--- src/sv/idts_pkg.sv ---
// Shared types, codes and helpers for the indent/dedent token scanner.
// Depends on nothing; idts_cmp and the top level refer to it by scoped names.
`default_nettype none

package idts_pkg;

  // Default sizes for the top-level parameters
  localparam int STACK_DEPTH_DEF = 16;
  localparam int INDENT_BITS_DEF = 12;

  // Fixed port widths
  localparam int WIDTH_IN_BITS = 12;
  localparam int KIND_BITS     = 3;
  localparam int DEPTH_BITS    = 5;
  localparam int WAIT_BITS     = 5;

  // Token kinds
  localparam logic [KIND_BITS-1:0] TK_NONE     = 3'd0;
  localparam logic [KIND_BITS-1:0] TK_NEWLINE  = 3'd1;
  localparam logic [KIND_BITS-1:0] TK_INDENT   = 3'd2;
  localparam logic [KIND_BITS-1:0] TK_DEDENT   = 3'd3;
  localparam logic [KIND_BITS-1:0] TK_SOFT     = 3'd4;
  localparam logic [KIND_BITS-1:0] TK_SOFT_END = 3'd5;

  // Bit positions in the valid mask
  localparam int VB_NEWLINE  = 0;
  localparam int VB_INDENT   = 1;
  localparam int VB_DEDENT   = 2;
  localparam int VB_SOFT     = 3;
  localparam int VB_SOFT_END = 4;

  // First character class at line start
  localparam logic [2:0] FC_OTHER       = 3'd0;
  localparam logic [2:0] FC_NEWLINE     = 3'd1;
  localparam logic [2:0] FC_COMMENT_NL  = 3'd2;
  localparam logic [2:0] FC_COMMENT_EOF = 3'd3;
  localparam logic [2:0] FC_EOF         = 3'd4;

  // Mid-line character class
  localparam logic [1:0] NC_NEWLINE = 2'd1;
  localparam logic [1:0] NC_EOF     = 2'd2;

  typedef enum logic [1:0] {
    ST_IDLE,
    ST_TOP,
    ST_WALK
  } state_t;

  // Result of the shared width comparator
  typedef struct packed {
    logic gt;
    logic lt;
  } cmp_t;

  // Pick the token for a line break from the valid mask
  function automatic logic [KIND_BITS-1:0] line_break(input logic [4:0] valid,
                                                      input logic       closer);
    logic [KIND_BITS-1:0] kind;
    kind = valid[VB_NEWLINE] ? TK_NEWLINE : TK_NONE;
    if (valid[VB_SOFT] || valid[VB_SOFT_END]) begin
      if (closer && valid[VB_SOFT_END]) begin
        kind = TK_SOFT_END;
      end else if (valid[VB_SOFT]) begin
        kind = TK_SOFT;
      end
    end
    return kind;
  endfunction

endpackage

`default_nettype wire

--- src/sv/idts_ram.sv ---
// Generic single-write, single-read RAM with registered read data.
// Depends on nothing.
`default_nettype none

module idts_ram #(
  parameter int WIDTH = 12,
  parameter int DEPTH = 16
) (
  input  wire logic                     clk,
  input  wire logic                     wr_en,
  input  wire logic [$clog2(DEPTH)-1:0] wr_addr,
  input  wire logic [WIDTH-1:0]         wr_data,
  input  wire logic                     rd_en,
  input  wire logic [$clog2(DEPTH)-1:0] rd_addr,
  output logic      [WIDTH-1:0]         rd_data
);

  logic [WIDTH-1:0] mem_r [DEPTH];
  logic [WIDTH-1:0] rd_data_r;

  always_ff @(posedge clk) begin
    if (wr_en) begin
      mem_r[wr_addr] <= wr_data;
    end
    if (rd_en) begin
      rd_data_r <= mem_r[rd_addr];
    end
  end

  assign rd_data = rd_data_r;

endmodule

`default_nettype wire

--- src/sv/idts_cmp.sv ---
// Shared magnitude comparator: request width against one stack entry.
// Depends on idts_pkg for the result struct.
`default_nettype none

module idts_cmp #(
  parameter int INDENT_BITS = idts_pkg::INDENT_BITS_DEF
) (
  input  wire logic [INDENT_BITS-1:0] a,
  input  wire logic [INDENT_BITS-1:0] b,
  output idts_pkg::cmp_t              res
);

  always_comb begin
    res.gt = (a > b);
    res.lt = (a < b);
  end

endmodule

`default_nettype wire

--- src/sv/indent_dedent_token_scanner.sv ---
// Indent/dedent token scanner: top level, sequencer and state registers.
// Depends on idts_pkg, idts_ram (indent stack) and idts_cmp (shared compare).
// Busy stays high for the top-of-stack compare after accept, and a dedent
// that must count levels goes on to compare the entries below the top one by
// one, bottom entry excluded. The result strobe comes in the cycle in which busy
// drops. No new request is taken while busy, as the single RAM read port feeds
// the one comparator. Reset (sync, active low) leaves one bottom level of width
// 0 and no owed dedents; the receiver cannot stall.
`default_nettype none

module indent_dedent_token_scanner #(
  parameter int STACK_DEPTH = idts_pkg::STACK_DEPTH_DEF,
  parameter int INDENT_BITS = idts_pkg::INDENT_BITS_DEF
) (
  input  wire logic                                clk,
  input  wire logic                                rst_n,
  // request channel
  input  wire logic                                start,
  output logic                                     busy,
  input  wire logic                                in_line_start,
  input  wire logic [idts_pkg::WIDTH_IN_BITS-1:0]  in_indent_width,
  input  wire logic [2:0]                          in_first_class,
  input  wire logic [1:0]                          in_next_class,
  input  wire logic                                in_after_break_class,
  input  wire logic [4:0]                          in_valid_mask,
  // result channel
  output logic                                     out_strobe,
  output logic [idts_pkg::KIND_BITS-1:0]           out_token_kind,
  output logic                                     out_stack_full,
  output logic [idts_pkg::DEPTH_BITS-1:0]          out_depth_now
);

  localparam int AW = $clog2(STACK_DEPTH);
  localparam int CW = $clog2(STACK_DEPTH + 1);
  localparam int WB = idts_pkg::WIDTH_IN_BITS;
  localparam int DB = idts_pkg::DEPTH_BITS;
  localparam int XB = idts_pkg::WAIT_BITS;
  localparam int KB = idts_pkg::KIND_BITS;

  // Sequencer and stack bookkeeping
  idts_pkg::state_t state_r, state_nxt;
  logic [CW-1:0]    count_r, count_nxt;   // live stack entries, bottom included
  logic [XB-1:0]    dw_r, dw_nxt;         // dedents still owed
  logic [CW-1:0]    n_r, n_nxt;           // levels counted above the new width
  logic [AW-1:0]    idx_r, idx_nxt;       // entry under compare during the walk

  // Latched request
  logic                   ls_r, ls_nxt;
  logic [INDENT_BITS-1:0] w_r, w_nxt;
  logic [2:0]             fc_r, fc_nxt;
  logic [1:0]             nc_r, nc_nxt;
  logic                   closer_r, closer_nxt;
  logic [4:0]             valid_r, valid_nxt;

  // Result registers
  logic          strobe_r, strobe_nxt;
  logic [KB-1:0] kind_r, kind_nxt;
  logic          full_r, full_nxt;
  logic [DB-1:0] depth_r, depth_nxt;

  // Stack RAM and compare unit hookup
  logic                   rd_en;
  logic [AW-1:0]          rd_addr;
  logic [INDENT_BITS-1:0] rd_data;
  logic                   wr_en;
  logic [INDENT_BITS-1:0] cmp_b;
  idts_pkg::cmp_t         cmp_res;

  // Width helpers
  logic [INDENT_BITS+WB-1:0] w_ext;
  logic [CW+DB-1:0]          depth_ext;
  logic [CW-1:0]             n_fin;
  logic [CW-1:0]             n_fin_m1;
  logic [CW+XB-1:0]          wait_ext;

  // Only the low INDENT_BITS of the incoming width take part
  assign w_ext     = {{INDENT_BITS{1'b0}}, in_indent_width};
  assign depth_ext = {{DB{1'b0}}, count_nxt};
  assign n_fin_m1  = n_fin - CW'(1);
  assign wait_ext  = {{XB{1'b0}}, n_fin_m1};

  idts_ram #(
    .WIDTH (INDENT_BITS),
    .DEPTH (STACK_DEPTH)
  ) u_stack (
    .clk     (clk),
    .wr_en   (wr_en),
    .wr_addr (count_r[AW-1:0]),
    .wr_data (w_r),
    .rd_en   (rd_en),
    .rd_addr (rd_addr),
    .rd_data (rd_data)
  );

  idts_cmp #(
    .INDENT_BITS (INDENT_BITS)
  ) u_cmp (
    .a   (w_r),
    .b   (cmp_b),
    .res (cmp_res)
  );

  always_ff @(posedge clk) begin
    if (!rst_n) begin
      state_r  <= idts_pkg::ST_IDLE;
      count_r  <= CW'(1);
      dw_r     <= '0;
      strobe_r <= 1'b0;
    end else begin
      state_r  <= state_nxt;
      count_r  <= count_nxt;
      dw_r     <= dw_nxt;
      strobe_r <= strobe_nxt;
    end
  end

  // Payload registers: no reset needed
  always_ff @(posedge clk) begin
    n_r      <= n_nxt;
    idx_r    <= idx_nxt;
    ls_r     <= ls_nxt;
    w_r      <= w_nxt;
    fc_r     <= fc_nxt;
    nc_r     <= nc_nxt;
    closer_r <= closer_nxt;
    valid_r  <= valid_nxt;
    kind_r   <= kind_nxt;
    full_r   <= full_nxt;
    depth_r  <= depth_nxt;
  end

  always_comb begin
    state_nxt  = state_r;
    count_nxt  = count_r;
    dw_nxt     = dw_r;
    n_nxt      = n_r;
    idx_nxt    = idx_r;
    ls_nxt     = ls_r;
    w_nxt      = w_r;
    fc_nxt     = fc_r;
    nc_nxt     = nc_r;
    closer_nxt = closer_r;
    valid_nxt  = valid_r;
    strobe_nxt = 1'b0;
    kind_nxt   = kind_r;
    full_nxt   = full_r;
    rd_en      = 1'b0;
    rd_addr    = AW'(count_r - CW'(1));
    wr_en      = 1'b0;
    cmp_b      = rd_data;
    n_fin      = n_r;

    case (state_r)
      idts_pkg::ST_IDLE: begin
        // Capture the request and fetch the top of stack
        if (start) begin
          ls_nxt     = in_line_start;
          w_nxt      = w_ext[INDENT_BITS-1:0];
          fc_nxt     = in_first_class;
          nc_nxt     = in_next_class;
          closer_nxt = in_after_break_class;
          valid_nxt  = in_valid_mask;
          rd_en      = 1'b1;
          state_nxt  = idts_pkg::ST_TOP;
        end
      end

      idts_pkg::ST_TOP: begin
        // The bottom entry is never written and always reads as width 0
        if (count_r == CW'(1)) begin
          cmp_b = '0;
        end
        state_nxt  = idts_pkg::ST_IDLE;
        strobe_nxt = 1'b1;
        kind_nxt   = idts_pkg::TK_NONE;
        full_nxt   = 1'b0;

        if (dw_r != '0 && valid_r[idts_pkg::VB_DEDENT]) begin
          // Pay an owed dedent before anything else
          dw_nxt   = dw_r - XB'(1);
          kind_nxt = idts_pkg::TK_DEDENT;
          if (count_r != '0) begin
            count_nxt = count_r - CW'(1);
          end
        end else if (!ls_r) begin
          if (nc_r == idts_pkg::NC_NEWLINE) begin
            kind_nxt = idts_pkg::line_break(valid_r, closer_r);
          end else if (nc_r == idts_pkg::NC_EOF) begin
            if (count_r > CW'(1) && valid_r[idts_pkg::VB_DEDENT]) begin
              count_nxt = count_r - CW'(1);
              kind_nxt  = idts_pkg::TK_DEDENT;
            end
          end
        end else if (fc_r == idts_pkg::FC_NEWLINE || fc_r == idts_pkg::FC_COMMENT_NL) begin
          // Blank or comment-only line; without NEWLINE treat as a mid-line break
          if (valid_r[idts_pkg::VB_NEWLINE]) begin
            kind_nxt = idts_pkg::TK_NEWLINE;
          end else begin
            kind_nxt = idts_pkg::line_break(valid_r, closer_r);
          end
        end else if (fc_r == idts_pkg::FC_COMMENT_EOF || fc_r == idts_pkg::FC_EOF) begin
          // End of input pops one level per request
          if (count_r > CW'(1) && valid_r[idts_pkg::VB_DEDENT]) begin
            count_nxt = count_r - CW'(1);
            kind_nxt  = idts_pkg::TK_DEDENT;
          end
        end else if (fc_r == idts_pkg::FC_OTHER) begin
          if (cmp_res.gt) begin
            if (valid_r[idts_pkg::VB_INDENT]) begin
              kind_nxt = idts_pkg::TK_INDENT;
              // Push when there is room, else drop and flag
              if (count_r < CW'(STACK_DEPTH)) begin
                wr_en     = 1'b1;
                count_nxt = count_r + CW'(1);
              end else begin
                full_nxt = 1'b1;
              end
            end
          end else if (cmp_res.lt && valid_r[idts_pkg::VB_DEDENT]) begin
            // Top is above the new width: one level counted so far
            if (count_r == CW'(2)) begin
              n_fin     = CW'(1);
              dw_nxt    = wait_ext[XB-1:0];
              count_nxt = count_r - CW'(1);
              kind_nxt  = idts_pkg::TK_DEDENT;
            end else begin
              // Walk down the stack, bottom entry excluded
              n_nxt      = CW'(1);
              idx_nxt    = AW'(count_r - CW'(2));
              rd_en      = 1'b1;
              rd_addr    = AW'(count_r - CW'(2));
              strobe_nxt = 1'b0;
              state_nxt  = idts_pkg::ST_WALK;
            end
          end
        end
      end

      idts_pkg::ST_WALK: begin
        // One stack entry per cycle through the comparator; count entries
        // that sit above the new width
        if (cmp_res.lt && idx_r != AW'(1)) begin
          n_nxt   = n_r + CW'(1);
          idx_nxt = idx_r - AW'(1);
          rd_en   = 1'b1;
          rd_addr = idx_r - AW'(1);
        end else begin
          n_fin      = cmp_res.lt ? (n_r + CW'(1)) : n_r;
          dw_nxt     = wait_ext[XB-1:0];
          count_nxt  = count_r - CW'(1);
          kind_nxt   = idts_pkg::TK_DEDENT;
          full_nxt   = 1'b0;
          strobe_nxt = 1'b1;
          state_nxt  = idts_pkg::ST_IDLE;
        end
      end

      default: begin
        state_nxt = idts_pkg::ST_IDLE;
      end
    endcase

    depth_nxt = strobe_nxt ? depth_ext[DB-1:0] : depth_r;
  end

  assign busy           = (state_r != idts_pkg::ST_IDLE);
  assign out_strobe     = strobe_r;
  assign out_token_kind = kind_r;
  assign out_stack_full = full_r;
  assign out_depth_now  = depth_r;

endmodule

`default_nettype wire
--- config.mk ---
export PLATFORM = sky130hd
export DESIGN_NAME = indent_dedent_token_scanner
export DESIGN_NICKNAME = d
export VERILOG_FILES = /design/src/sv/idts_pkg.sv /design/src/sv/idts_ram.sv /design/src/sv/idts_cmp.sv /design/src/sv/indent_dedent_token_scanner.sv
export SDC_FILE = /design/constraint.sdc
export NUM_CORES = 1
export LEC_CHECK = 0
export BUFFER_PORTS_ARGS = -buffer_cell sky130_fd_sc_hd__buf_4
export CORE_UTILIZATION = 50
export CTS_BUF_LIST = sky130_fd_sc_hd__clkbuf_8
export DETAILED_ROUTE_END_ITERATION = 12
export PLACE_DENSITY = 0.66
export SYNTH_ARGS = -nofsm -noshare
export SYNTH_HDL_FRONTEND = slang
export SYNTH_SLANG_ARGS = --single-unit
--- constraint.sdc ---
create_clock -name clk -period 15.1 [get_ports clk]
set_input_delay 0.755 -clock clk [delete_from_list [all_inputs] [get_ports clk]]
set_output_delay 0.755 -clock clk [all_outputs]
set_load 0.05 [all_outputs]
Yosys cells after proc, flatten, opt, wreduce, memory -nomap -nowiden. Memory sizes are Yosys's and may differ from the RTL's. A register that Yosys moved wholly into a read port is not among the register bits. Cells that the tools add are included.

Add/sub/neg operators: 7. Magnitude comparators: 4. Eq/ne operators: 29. Muxes and demuxes: 144. Reduce and logical (&&, ||, !) cells: 19.

Operator list (count): 2-to-1 mux 5 bit (43); 2-to-1 mux 4 bit (18); 2-to-1 mux 3 bit (15); 2-to-1 mux 1 bit (40); case mux 5 bit (2 select lines) (4); 2-to-1 mux 2 bit (15); 2-to-1 mux 12 bit (2); != test 2 bit (second input constant) (11); != test 3 bit (second input constant) (7); case mux 4 bit (2 select lines) (2); subtractor 5 x 1 -> 5 bit (second input constant) (3); > comparator 12 bit (1); less-than comparator 12 bit (1); adder 5 x 1 -> 5 bit (second input constant) (2); AND reduction 10 bit (1); nonzero test 5 bit (2); AND reduction 9 bit (1); equality test 3 x 2 -> 1 bit (second input constant) (2); case mux 2 bit (3 select lines) (1); case mux 3 bit (2 select lines) (1); AND reduction 2 bit (3); equality test 5 x 1 -> 1 bit (second input constant) (1); equality test 5 x 2 -> 1 bit (second input constant) (1); > comparator 5 x 1 -> 1 bit (second input constant) (1); other kinds (15) (25).

Register bits after elaboration: 55. RAM bits: 192. Bits of input ports: 27. Output and inout bits: 11. Memories kept: 1.

Memory list: u_stack.mem_r (words 16, bits a word 12, rd ports 1, clocked after Yosys merged registers in 1, wr ports 1, RTL line idts_ram.sv:18) `logic [WIDTH-1:0] mem_r [DEPTH];`.

Depth between registers and ports, before layout. Gate-level depths: netlist (run 1).

Word-level depth: 23. Gate-level depth with buffers: 21. Mapped depth without buffers: 18.

Hierarchy. From an unflattened synthesis (run 1), not the netlist that was laid out.

Cells, all modules: 764. Area, all modules: 11717.5 µm².

By module, submodules not included: idts_ram (times used 1, cells each 329, area each 7719.9 µm², seq. area each 6125.9 µm²); indent_dedent_token_scanner (times used 1, cells each 391, area each 3689.8 µm², seq. area each 1521.5 µm²); idts_cmp (times used 1, cells each 44, area each 307.8 µm², seq. area each 0.0 µm²).

Worst setup path after synthesis (run 1). No wires, ideal clock.

Path kind: reg-to-reg. Start point: reg count_r[1]. End point: reg u_stack.rd_data_r[5] (netlist: u_stack.rd_data[5]), read port of u_stack.mem_r (data pin). Library setup time: 0.259 ns. Arrival: 4.534 ns. Path slack: 10.307 ns. Stages on the path, launching flop included: 21. Path buffers: 4. Cells stage by stage: dfxtp_1 -> clkbuf_1 -> inv_1 -> ha_1 -> nor2b_1 -> and2_1 -> nand2_1 -> clkbuf_1 -> nand2_1 -> ha_1 -> a41o_1 -> a21oi_1 -> o221ai_1 -> o31ai_2 -> and3_4 -> o22a_1 -> buf_6 -> buf_12 -> mux4_2 -> a22o_1 -> a211o_1.

Word-level cells in the longest chain between the ends: 13. Elaborated cells between the ends (all ways): 30. Those cells by class: add/sub (2); order compare (2); eq/ne (2); mux (22); reduce/logical (2).

Ends and longest elaborated chain: start: declaration (RTL line indent_dedent_token_scanner.sv:42) `logic [CW-1:0] count_r, count_nxt;`; start signal: assignment (RTL line indent_dedent_token_scanner.sv:111) `count_r <= count_nxt;`; equality test 5 x 1 -> 1 bit (RTL line indent_dedent_token_scanner.sv:170) `if (count_r == CW'(1)) begin`; 2-to-1 mux 12 bit (RTL line indent_dedent_token_scanner.sv:170); 2-to-1 mux 12 bit (RTL line indent_dedent_token_scanner.sv:153) `case (state_r)`; less-than comparator 12 bit (RTL line idts_cmp.sv:15) `res.lt = (a < b);`; logical AND 1 bit (RTL line indent_dedent_token_scanner.sv:219) `end else if (cmp_res.lt && valid_r[idts_pkg::VB_DEDENT]) begin`; 2-to-1 mux 1 bit / 2-to-1 mux 4 bit (equally long branches) (RTL line indent_dedent_token_scanner.sv:219); 2-to-1 mux 1 bit / 2-to-1 mux 4 bit (equally long branches) (RTL line indent_dedent_token_scanner.sv:208) `if (cmp_res.gt) begin`; 2-to-1 mux 1 bit / 2-to-1 mux 4 bit (equally long branches) (RTL line indent_dedent_token_scanner.sv:207) `end else if (fc_r == idts_pkg::FC_OTHER) begin`; 2-to-1 mux 1 bit / 2-to-1 mux 4 bit (equally long branches) (RTL line indent_dedent_token_scanner.sv:201) `end else if (fc_r == idts_pkg::FC_COMMENT_EOF || fc_r == idts_pkg::FC_EOF) begin`; 2-to-1 mux 1 bit / 2-to-1 mux 4 bit (equally long branches) (RTL line indent_dedent_token_scanner.sv:194) `end else if (fc_r == idts_pkg::FC_NEWLINE || fc_r == idts_pkg::FC_COMMENT_NL) begin`; 2-to-1 mux 1 bit / 2-to-1 mux 4 bit (equally long branches) (RTL line indent_dedent_token_scanner.sv:185) `end else if (!ls_r) begin`; 2-to-1 mux 1 bit / 2-to-1 mux 4 bit (equally long branches) (RTL line indent_dedent_token_scanner.sv:178) `if (dw_r != '0 && valid_r[idts_pkg::VB_DEDENT]) begin`; case mux 1 bit (3 select lines) / case mux 4 bit (2 select lines) (equally long branches) (RTL line indent_dedent_token_scanner.sv:153); end: declaration (RTL line idts_ram.sv:19) `logic [WIDTH-1:0] rd_data_r;`.

Several ways; a longest one is shown, not always the timed one. A chain may end at the register's enable or synchronous reset.

Worst setup path after layout (run 1).
Start point: reg count_r[1]. End point: reg u_stack.rd_data_r[7] (netlist: u_stack.rd_data[7]), read port of u_stack.mem_r (data pin).

Same word-level chain as after synthesis.

==> reports/results.tsv, run 1 <==
stage	metric	value	unit
floorplanning	Die W	156	um
sta	setup TNS	0	ps
sta	Tcrit/Tclk final	40.7	%
run	Max Cap Violations	0	
worst_hold_path	hold crit path type	primary input to register	
synth	EDFF count, synth	246	
final_layout	final instance area	13100	sq um
sta	Achievable Freq	0.163	GHz
synth	Syn Area/Cell	14.9	sq um
final_layout	filler cell count	1814	
global_route	M2 GR Usage	36.0	%
clock_network	CTS tree	done	
floorplanning	die height	156	um
sta	min Tclk post-route	6140	ps
sta	final slew viol count	0	
outcome	status	completed	
sta	Worst slew margin	17.0	%
clock_network	Skew-Pair Late Insertion Delay	560	ps
routing	vias per cell	6.10	
final_layout	ANT cells	0	
power	Peak VDD IR	0.0801	mV
synth	Synthesized Nets	850	
floorplanning	Starting Density	51.7	%
final_layout	ratio of cells with drive above 1 in the final layout	16.0	%
floorplanning	row count	55	
final_layout	commonest cells after routing, fill and taps aside	246 x edfxtp_1, 67 x nand2_1, 48 x buf_4, 43 x clkbuf_8, 38 x inv_1	
global_route	Overflow after GRT	0	
final_layout	most common library cell in the layout ignoring fill and taps	edfxtp_1	
global_route	largest net degree at the start of global routing	53	
floorplanning	die area	24300	sq um
worst_setup_path	Setup Crit Path Kind	register to register	
routing	Vias	7275	
clock_network	Hold-fix buffers, CTS	0	
floorplanning	# IOs	38	
placement	GP Congestion	0.909	
power	P_leak	4.56	nW
power	sequential share of power	52.6	%
synth	Synth top area share	62.3	%
final_layout	Final #Nets	902	
global_route	first-pass GRT wire length	43.0	mm
global_route	All-Layer GR Usage	24.2	%
final_layout	Register Area	7650	sq um
sta	worst-margin pin slew	1240	ps
clock_network	clock root buffer master	clkbuf_8	
clock_network	Clock Tree Buf Depth	3	
worst_setup_path	crit start category	register	
worst_setup_path	WP data arrival	6440	ps
synth	Async SR Flop Fraction	0	%
power	Clock power frac	35.7	%
global_route	initial antenna violation count	0	
synth	Yosys Warn Count	0	
placement	post-placement cell area	12300	sq um
worst_setup_path	Worst EP required	15390	ps
placement	PortBufs	37	
clock_network	H-Tree Depth	2	
routing	Routed WL	28.3	mm
worst_setup_path	Max stage delay on crit path	710	ps
worst_setup_path	CP Max Fanout	52	
routing	routed len/inst	23.8	um
power	switch share	26.0	%
clock_network	Clock Pin Slew Worst Setup and Hold Paths	70	ps
worst_setup_path	endpoint class of the critical path	register	
routing	Detail Route Antenna Nets	0	
worst_setup_path	worst path cell trace	inv_1 > ha_1 > nor2b_1 > and2_1 > nand2_1 > nand2_1 > ha_1 > a41o_1 > a21oi_1 > o221ai_1 > buf_4 > o31ai_2 > and3_4 > o22a_2 > buf_4 > mux4_1 > a22oi_1 > nand2_1	
worst_setup_path	FF-to-FF setup slack	8960	ps
global_route	met1 Use GR	36.1	%
clock_network	Post-CTS Resized	0	
worst_setup_path	Crit path max-delay family	compound AO/OA/AOI/OAI gates	
power	pwr dens	120	nW/um^2
global_route	vias in the first global route	7208	
final_layout	area of the multi-input gates	3870	sq um
synth	Seq cells post-synth	259	
global_route	Top Usage Layer GRT	met1	
routing	detailed router's first-iteration violation count	754	
sta	RSZ-0062 raised after global routing	false	
synth	Synth area leaders	edfxtp_1 62%, mux4_2 4.6%, mux4_1 4.4%	
synth	Post-Syn Area	11900	sq um
clock_network	CTS Buf Count	42	
synth	largest area contributor in the synthesized netlist	edfxtp_1	
sta	endpoints failing hold	0	
power	NetSw	0.408	mW
power	P_int	1.16	mW
sta	final setup vio count	0	
worst_setup_path	CP max stage cell	buf_4	
power	Gate power share	11.7	%
clock_network	Num Clock Sinks	259	
global_route	routing usage on met3	5.83	%
worst_setup_path	Bufs and invs on worst path	3	
routing	# DRC	0	
worst_setup_path	most frequent CP cell	nand2_1	
sta	Post-Route Skew	19.5	ps
synth	Netlist cell types	72	
synth	sequential area share after synthesis	64.5	%
clock_network	post-CTS setup repair buffer count	0	
routing	DR pass1 iterations	5	
synth	top_reg_cell synth	edfxtp_1	
final_layout	Area Overhead vs Synth	10.7	%
synth	Post-Syn Instances	795	
floorplanning	Core Region	22900	sq um
placement	DP HPWL	17.8	mm
-- cells by family (layout without fill, tap and decap cells) --
logic type               after synthesis  after routing  synth area share, %
AO/OA/AOI/OAI                        161            161                 9.27
XOR/XNOR                              13             13                0.961
adder cells (fa/ha/maj)               28             28                 2.96
buffers and inverters                 60            144                 2.85
flip-flops                           259            259                 64.5
multiplexers                          53             53                 9.77
AND/OR/NAND/NOR                      221            221                 9.66
-- stage by stage --
stage | setup WS, ps | power (mW) | std cells | hold slack (ps) | util, %
final | 8960 | 1.57 | 1192 | 379 | 57.2
after global routing | 8670 | 1.63 | 1192 | 349 | 57.2
after CTS | 9050 | 1.58 | 1192 | 347 | 57.2
after detailed placement | 9040 | 1.02 | 1116 | 479 | 53.9
after global placement | 9240 | 1.02 | 1116 | 457 | 53.9
after floorplan | 10310 | 0.964 | 795 | 446 | -
-- cells in the mapped netlist (13+ instances only) --
| cell | number |
|---|---|
| inv_1 | 20 |
| ha_1 | 28 |
| a22oi_1 | 23 |
| nand3_1 | 14 |
| mux4_1 | 20 |
| o21ai_0 | 27 |
| nand2_1 | 68 |
| clkbuf_1 | 20 |
| mux4_2 | 24 |
| a21oi_1 | 36 |
| edfxtp_1 | 246 |
| dfxtp_1 | 13 |
| and2_1 | 33 |
| nor3_1 | 19 |
| nor2_1 | 35 |
-- state kept, by name, summed over array words and instances (netlist names), 2 cells and up --
| register | count |
|---|---|
| nc_r | 2 |
| count_r | 5 |
| fc_r | 3 |
| out_depth_now | 5 |
| out_token_kind | 3 |
| idx_r | 4 |
| state_r | 2 |
| n_r | 5 |
| u_stack.rd_data | 12 |
| u_stack.mem_r | 192 |
| w_r | 12 |
| valid_r | 5 |
| dw_r | 5 |
-- power groups by stage --
stage	Sequential [mW]	Clock [mW]	Combinational, mW
floorplan	0.834	0	0.129
global placement	0.838	0	0.178
detailed placement	0.839	0	0.182
CTS	0.824	0.571	0.182
global route	0.826	0.598	0.200
finish	0.825	0.559	0.184
-- worst reg2reg max path, cell delays in order, from the launching register on --
cell	delay (ps)
dfxtp_1	590
inv_1	210
ha_1	280
nor2b_1	150
and2_1	150
nand2_1	330
nand2_1	120
ha_1	350
a41o_1	250
a21oi_1	180
o221ai_1	150
buf_4	210
o31ai_2	540
and3_4	310
o22a_2	140
buf_4	710
mux4_1	690
a22oi_1	420
nand2_1	90
-- per-layer routing --
metal  wire [um]  vias up  share of wire [%]
li1            -     3264                  -
met1       12700     3685                 45
met2       12900      287                 46
met3        2270       39                8.0
met4         425        0                1.5
met5           0        -                  0
-- layout make-up --
cell class              count  area share [%]
multi-input cells         476            29.5
flip-flops and latches    259            58.3
repair buffers             48            2.75
clock inverters            33            1.36
clock buffers              43            4.51
inverters                  20           0.572
well taps                 313            2.99
-- worst paths after layout --
path,from,endpoint,cells past startpoint
worst min register to register,dw_r[4],dw_r[4],2
worst max register to register,count_r[1],u_stack.rd_data[7],18
worst max-delay path,count_r[1],u_stack.rd_data[7],18
worst min-delay path,in_indent_width[11],w_r[11],1
(Power assumes the default switching activity.)
==> inputs of run 2 (changes only) <==
--- a/config.mk
+++ b/config.mk
@@ -9,7 +9,7 @@
 export CORE_UTILIZATION = 50
 export CTS_BUF_LIST = sky130_fd_sc_hd__clkbuf_8
 export DETAILED_ROUTE_END_ITERATION = 12
-export PLACE_DENSITY = 0.66
+export PLACE_DENSITY = 0.69
 export SYNTH_ARGS = -nofsm -noshare
 export SYNTH_HDL_FRONTEND = slang
 export SYNTH_SLANG_ARGS = --single-unit
==> constraint.sdc (replaced) <==
create_clock -name clk -period 5.4 [get_ports clk]
set_input_delay 0.27 -clock clk [delete_from_list [all_inputs] [get_ports clk]]
set_output_delay 0.27 -clock clk [all_outputs]
set_load 0.05 [all_outputs]
==> reports/results.tsv, run 2 (synthesized netlist as in run 1, its figures left out) <==
stage	metric	value	unit
sta	final slew viol count	0	
sta	final setup vio count	0	
final_layout	most common library cell in the layout ignoring fill and taps	edfxtp_1	
clock_network	Clock Tree Buf Depth	3	
placement	DP HPWL	18.8	mm
routing	routed len/inst	22.6	um
final_layout	final instance area	13700	sq um
power	Peak VDD IR	0.297	mV
global_route	vias in the first global route	7381	
sta	Worst slew margin	18.9	%
power	Clock power frac	37.6	%
floorplanning	Core Region	22900	sq um
clock_network	CTS Buf Count	43	
placement	PortBufs	37	
power	P_int	3.38	mW
global_route	initial antenna violation count	0	
worst_setup_path	Worst EP required	5690	ps
routing	Vias	7500	
clock_network	Skew-Pair Late Insertion Delay	580	ps
routing	Detail Route Antenna Nets	0	
worst_setup_path	endpoint class of the critical path	register	
clock_network	H-Tree Depth	2	
worst_hold_path	hold crit path type	primary input to register	
worst_setup_path	WP data arrival	5350	ps
global_route	first-pass GRT wire length	43.0	mm
power	sequential share of power	50.8	%
sta	setup TNS	0	ps
final_layout	ANT cells	0	
sta	Post-Route Skew	46.4	ps
floorplanning	# IOs	38	
global_route	All-Layer GR Usage	24.0	%
power	Gate power share	11.7	%
sta	Achievable Freq	0.198	GHz
clock_network	Num Clock Sinks	259	
final_layout	fin cells	1249	
global_route	largest net degree at the start of global routing	35	
routing	vias per cell	6.00	
floorplanning	Die W	156	um
sta	endpoints failing hold	0	
placement	GP Congestion	0.968	
sta	Tcrit/Tclk final	93.7	%
worst_setup_path	crit start category	register	
power	NetSw	1.17	mW
final_layout	area of the multi-input gates	3870	sq um
final_layout	max FFs per register	192	
power	P_leak	4.83	nW
worst_setup_path	CP Max Fanout	18	
final_layout	ratio of cells with drive above 1 in the final layout	18.8	%
outcome	status	completed	
power	pwr dens	332	nW/um^2
routing	# DRC	0	
clock_network	clock root buffer master	clkbuf_8	
run	Max Cap Violations	0	
sta	RSZ-0062 raised after global routing	false	
sta	min Tclk post-route	5060	ps
global_route	Overflow after GRT	0	
clock_network	Post-CTS Resized	0	
power	switch share	25.6	%
floorplanning	Starting Density	51.7	%
final_layout	Area Overhead vs Synth	15.4	%
routing	detailed router's first-iteration violation count	819	
sta	worst-margin pin slew	1220	ps
final_layout	filler cell count	1720	
power	Pwr Total	4.54	mW
final_layout	Final #Nets	956	
final_layout	Register Area	7650	sq um
final_layout	Largest Register	u_stack.mem_r	
placement	post-placement cell area	12600	sq um
floorplanning	die height	156	um
final_layout	Core Util, Final	59.7	%
clock_network	CTS tree	done	
floorplanning	row count	55	
routing	Routed WL	28.2	mm
clock_network	Clock Pin Slew Worst Setup and Hold Paths	70	ps
final_layout	commonest cells after routing, fill and taps aside	246 x edfxtp_1, 74 x buf_4, 67 x nand2_1, 43 x clkbuf_8, 36 x a21oi_1	
placement	# placed instances	1144	
clock_network	post-CTS setup repair buffer count	0	
routing	DR pass1 iterations	5	
worst_setup_path	Setup Crit Path Kind	register to register	
floorplanning	die area	24300	sq um
-- run 2: critical path: stages, from the launching register on --
cell and delay, ps:
dfxtp_1 550, ha_1 300, nor2b_1 180, and2_1 170, nand2_1 260, nand2_1 160, ha_1 270, a41o_1 250
a21oi_1 190, o221ai_1 230, o31ai_2 410, and3_4 240, o22a_2 180, buf_4 340, mux4_1 600, a22oi_1 320
nand2_1 90
-- run 2: per-layer routing --
layer,GRT usage (%),wire (um),vias to the layer above
met1,32.5,11800,3730
met2,39.0,13700,326
met5,0,0,-
li1,-,-,3385
met4,8.82,809,0
met3,4.42,1910,59
-- run 2: final timing paths --
check / start / end / slack [ps] / cells past startpoint
min reg2reg: dw_r[4] / dw_r[4] / 470 / 2
max reg2reg: count_r[0] / u_stack.rd_data[9] / 340 / 16
max: count_r[0] / u_stack.rd_data[9] / 340 / 16
min: start / state_r[0] / 90 / 3
-- run 2: cell type report --
type / count / share of cell area (%)
Multi-Input combinational cell: 476 / 28.3
Inverter: 20 / 0.549
Clock buffer: 43 / 4.33
Timing Repair Buffer: 101 / 6.18
Clock inverter: 37 / 1.89
Tap cell: 313 / 2.86
Sequential cell: 259 / 55.9
-- run 2: timing repair --
item / 4_1_cts / 5_1_grt
endpoints found under the hold margin: 28 / 0
hold buffers: 25 / 0
setup endpoints to repair: 0 / 0
-- run 2: power groups by stage --
stage	Sequential (mW)	Combinational [mW]	Clock (mW)
after detailed placement	2.35	0.508	0
after global routing	2.31	0.573	1.83
after global placement	2.34	0.496	0
final	2.31	0.530	1.71
after CTS	2.31	0.527	1.74
after floorplan	2.33	0.362	0
-- run 2: through the flow --
step                      setup WS, ps  hold slack (ps)
after global placement             666              448
final                              340             91.9
after global routing              43.7             86.0
after detailed placement           442              449
after CTS                          400             68.3
after floorplan                    607              369
==> inputs of run 3 (changes only) <==
--- a/config.mk
+++ b/config.mk
@@ -10,6 +10,8 @@
 export CTS_BUF_LIST = sky130_fd_sc_hd__clkbuf_8
 export DETAILED_ROUTE_END_ITERATION = 12
 export PLACE_DENSITY = 0.69
+export REMOVE_ABC_BUFFERS = 1
 export SYNTH_ARGS = -nofsm -noshare
 export SYNTH_HDL_FRONTEND = slang
+export SYNTH_HIERARCHICAL = 1
 export SYNTH_SLANG_ARGS = --single-unit
==> reports/results.tsv, run 3 <==
stage	metric	value	unit
sta	Worst slew margin	31.6	%
floorplanning	die area	24100	sq um
placement	Place WS	218	ps
synth	count leader, synth	edfxtp_1	
global_route	initial antenna violation count	1	
worst_setup_path	Worst EP required	5690	ps
routing	DR pass1 iterations	6	
worst_hold_path	Min-Delay Path Depth	3	
sta	setup ws final	299	ps
sta	endpoints failing hold	0	
synth	largest area contributor in the synthesized netlist	edfxtp_1	
routing	routed len/inst	23.2	um
floorplanning	Die W	155	um
power	pwr dens	327	nW/um^2
outcome	status	completed	
worst_setup_path	worst path cell trace	inv_1 > ha_1 > nor4b_1 > nand2_2 > and2_1 > inv_1 > ha_1 > a21oi_1 > nor2_1 > a211oi_1 > and3_1 > buf_4 > nand2_1 > o21ai_0 > a32o_1 > a21o_2 > buf_6 > mux4_1 > a22oi_1 > nand2_1	
final_layout	Area Overhead vs Synth	15.8	%
worst_setup_path	FF-to-FF End	u_stack/rd_data[0]	
worst_setup_path	endpoint class of the critical path	register	
worst_hold_path	WHS Endpoint	state_r[0]	
placement	DP HPWL	18.6	mm
synth	Synth top area share	63.0	%
sta	worst hold slack	40.0	ps
synth	Post-Syn Area	11700	sq um
routing	# DRC	0	
global_route	largest net degree at the start of global routing	49	
final_layout	most common library cell in the layout ignoring fill and taps	edfxtp_1	
clock_network	clock root buffer master	clkbuf_8	
floorplanning	die height	155	um
clock_network	Clock Pin Slew Worst Setup and Hold Paths	70	ps
clock_network	CTS tree	done	
global_route	All-Layer GR Usage	24.0	%
global_route	first-pass GRT wire length	42.8	mm
placement	PortBufs	37	
worst_setup_path	FF-to-FF setup slack	300	ps
synth	top_reg_cell synth	edfxtp_1	
synth	sequential area share after synthesis	65.3	%
clock_network	CTS Buf Count	42	
floorplanning	Core Region	22800	sq um
global_route	vias in the first global route	7364	
synth	Yosys Warn Count	6	
worst_hold_path	Hold Startpoint	start	
sta	RSZ-0062 raised after global routing	false	
worst_setup_path	CP Max Fanout	24	
worst_setup_path	CP max stage cell	mux4_1	
sta	final setup vio count	0	
sta	Tcrit/Tclk final	94.5	%
floorplanning	Starting Density	51.4	%
synth	Netlist cell types	78	
worst_setup_path	reg2reg path depth	20	
synth	Async SR Flop Fraction	0	%
sta	final slew viol count	0	
sta	min Tclk post-route	5100	ps
clock_network	Skew-Pair Late Insertion Delay	560	ps
routing	detailed router's first-iteration violation count	781	
routing	Detail Route Antenna Nets	0	
final_layout	filler cell count	1742	
synth	Seq cells post-synth	259	
final_layout	ratio of cells with drive above 1 in the final layout	20.4	%
final_layout	Largest Register	u_stack/mem_r	
final_layout	max FFs per register	192	
power	Peak VDD IR	0.202	mV
worst_setup_path	crit start category	register	
routing	Routed WL	28.2	mm
routing	vias per cell	6.08	
synth	Syn Area/Cell	15.3	sq um
worst_setup_path	Max stage delay on crit path	670	ps
worst_setup_path	reg2reg start	count_r[1]	
final_layout	final instance area	13600	sq um
sta	worst-margin pin slew	1020	ps
placement	post-placement cell area	12500	sq um
sta	Achievable Freq	0.196	GHz
final_layout	Final #Nets	929	
worst_setup_path	WP data arrival	5390	ps
final_layout	Register Area	7650	sq um
synth	Post-Syn Instances	764	
final_layout	commonest cells after routing, fill and taps aside	246 x edfxtp_1, 71 x buf_4, 51 x nand2_1, 43 x inv_1	
synth	most frequent cells after synthesis	246 x edfxtp_1, 52 x nand2_1, 42 x nor2_1	
floorplanning	row count	55	
synth	Synth area leaders	edfxtp_1 63%, mux4_2 6.3%, mux4_1 3.4%	
worst_setup_path	Setup Crit Path Kind	register to register	
final_layout	area of the multi-input gates	3810	sq um
clock_network	Num Clock Sinks	259	
final_layout	ANT cells	0	
placement	GP Congestion	0.934	
power	P_leak	4.70	nW
worst_hold_path	hold crit path type	primary input to register	
global_route	Overflow after GRT	0	
clock_network	Clock Tree Buf Depth	3	
floorplanning	# IOs	38	
synth	EDFF count, synth	246	
sta	Post-Route Skew	31.6	ps
clock_network	H-Tree Depth	2	
run	Max Cap Violations	0	
routing	Vias	7402	
run 3: power breakdown:
group	leakage, nW	internal, mW	total, mW	switching [mW]
clock	0.443	0.830	1.60	0.765
combinational	1.92	0.222	0.544	0.322
sequential	2.34	2.25	2.30	0.0493
total	4.70	3.31	4.44	1.14
run 3: per-stage QoR:
step	total power [mW]	std cells	setup TNS, ps	util [%]
2_1_floorplan	2.68	731	-24280	-
3_3_place_gp	2.84	1117	0	55.0
3_5_place_dp	2.86	1117	0	55.0
4_1_cts	4.46	1217	0	59.5
5_1_grt	4.59	1217	0	59.6
6_report	4.44	1217	0	59.6
run 3: kinds of logic after synthesis:
kind of cell,share of synthesized area [%]
flops,65.3
simple gates,9.25
compound gates,8.82
buf+inv,2.57
mux,10.3
fa+ha+maj,3.10
xor+xnor,0.673
run 3: critical path: cells and delay by family (launching register included):
kind                       cells  cell delay [ps]
AOI/OAI and AO/OA              6             1370
adders and majority gates      2              380
buffers and inverters          4              650
DFF                            1              310
muxes                          1              670
and+or+nand+nor                7             1420
run 3: timing repair:
item / CTS / global route
buffers inserted: 0 / 0
resized for setup: 0 / 4
setup endpoints to repair: 0 / 12
hold buffers: 25 / 0
endpoints found under the hold margin: 25 / 0
run 3: layer usage:
metal | global-route usage (%) | wire [um] | part of all wire (%)
met1 | 32.0 | 11700 | 41
met2 | 40.0 | 14000 | 49
met3 | 3.82 | 1860 | 6.6
met4 | 8.35 | 729 | 2.6
met5 | 0 | 0 | 0
run 3: how the worst max path moves through the flow:
| stage | startpoint | end | slack [ps] | depth (start not counted) |
|---|---|---|---|---|
| 6_report | count_r[1] | u_stack/rd_data[0] | 300 | 20 |
| 5_1_grt | count_r[1] | u_stack/rd_data[7] | 30 | 20 |
| 4_1_cts | count_r[1] | u_stack/rd_data[0] | 190 | 20 |
| 3_5_place_dp | count_r[1] | u_stack/rd_data[0] | 220 | 20 |
| 3_3_place_gp | count_r[1] | u_stack/rd_data[0] | 410 | 20 |
| 2_1_floorplan | count_r[0] | u_stack/rd_data[0] | -2050 | 19 |
run 3: layout make-up:
cell class	instances	share of cell area, %
clock buffer	42	4.26
clock inverter	33	1.51
inverter	32	0.885
multi-input combinational	440	28.1
sequential	259	56.4
tap	313	2.89
timing repair buffer	98	6.00
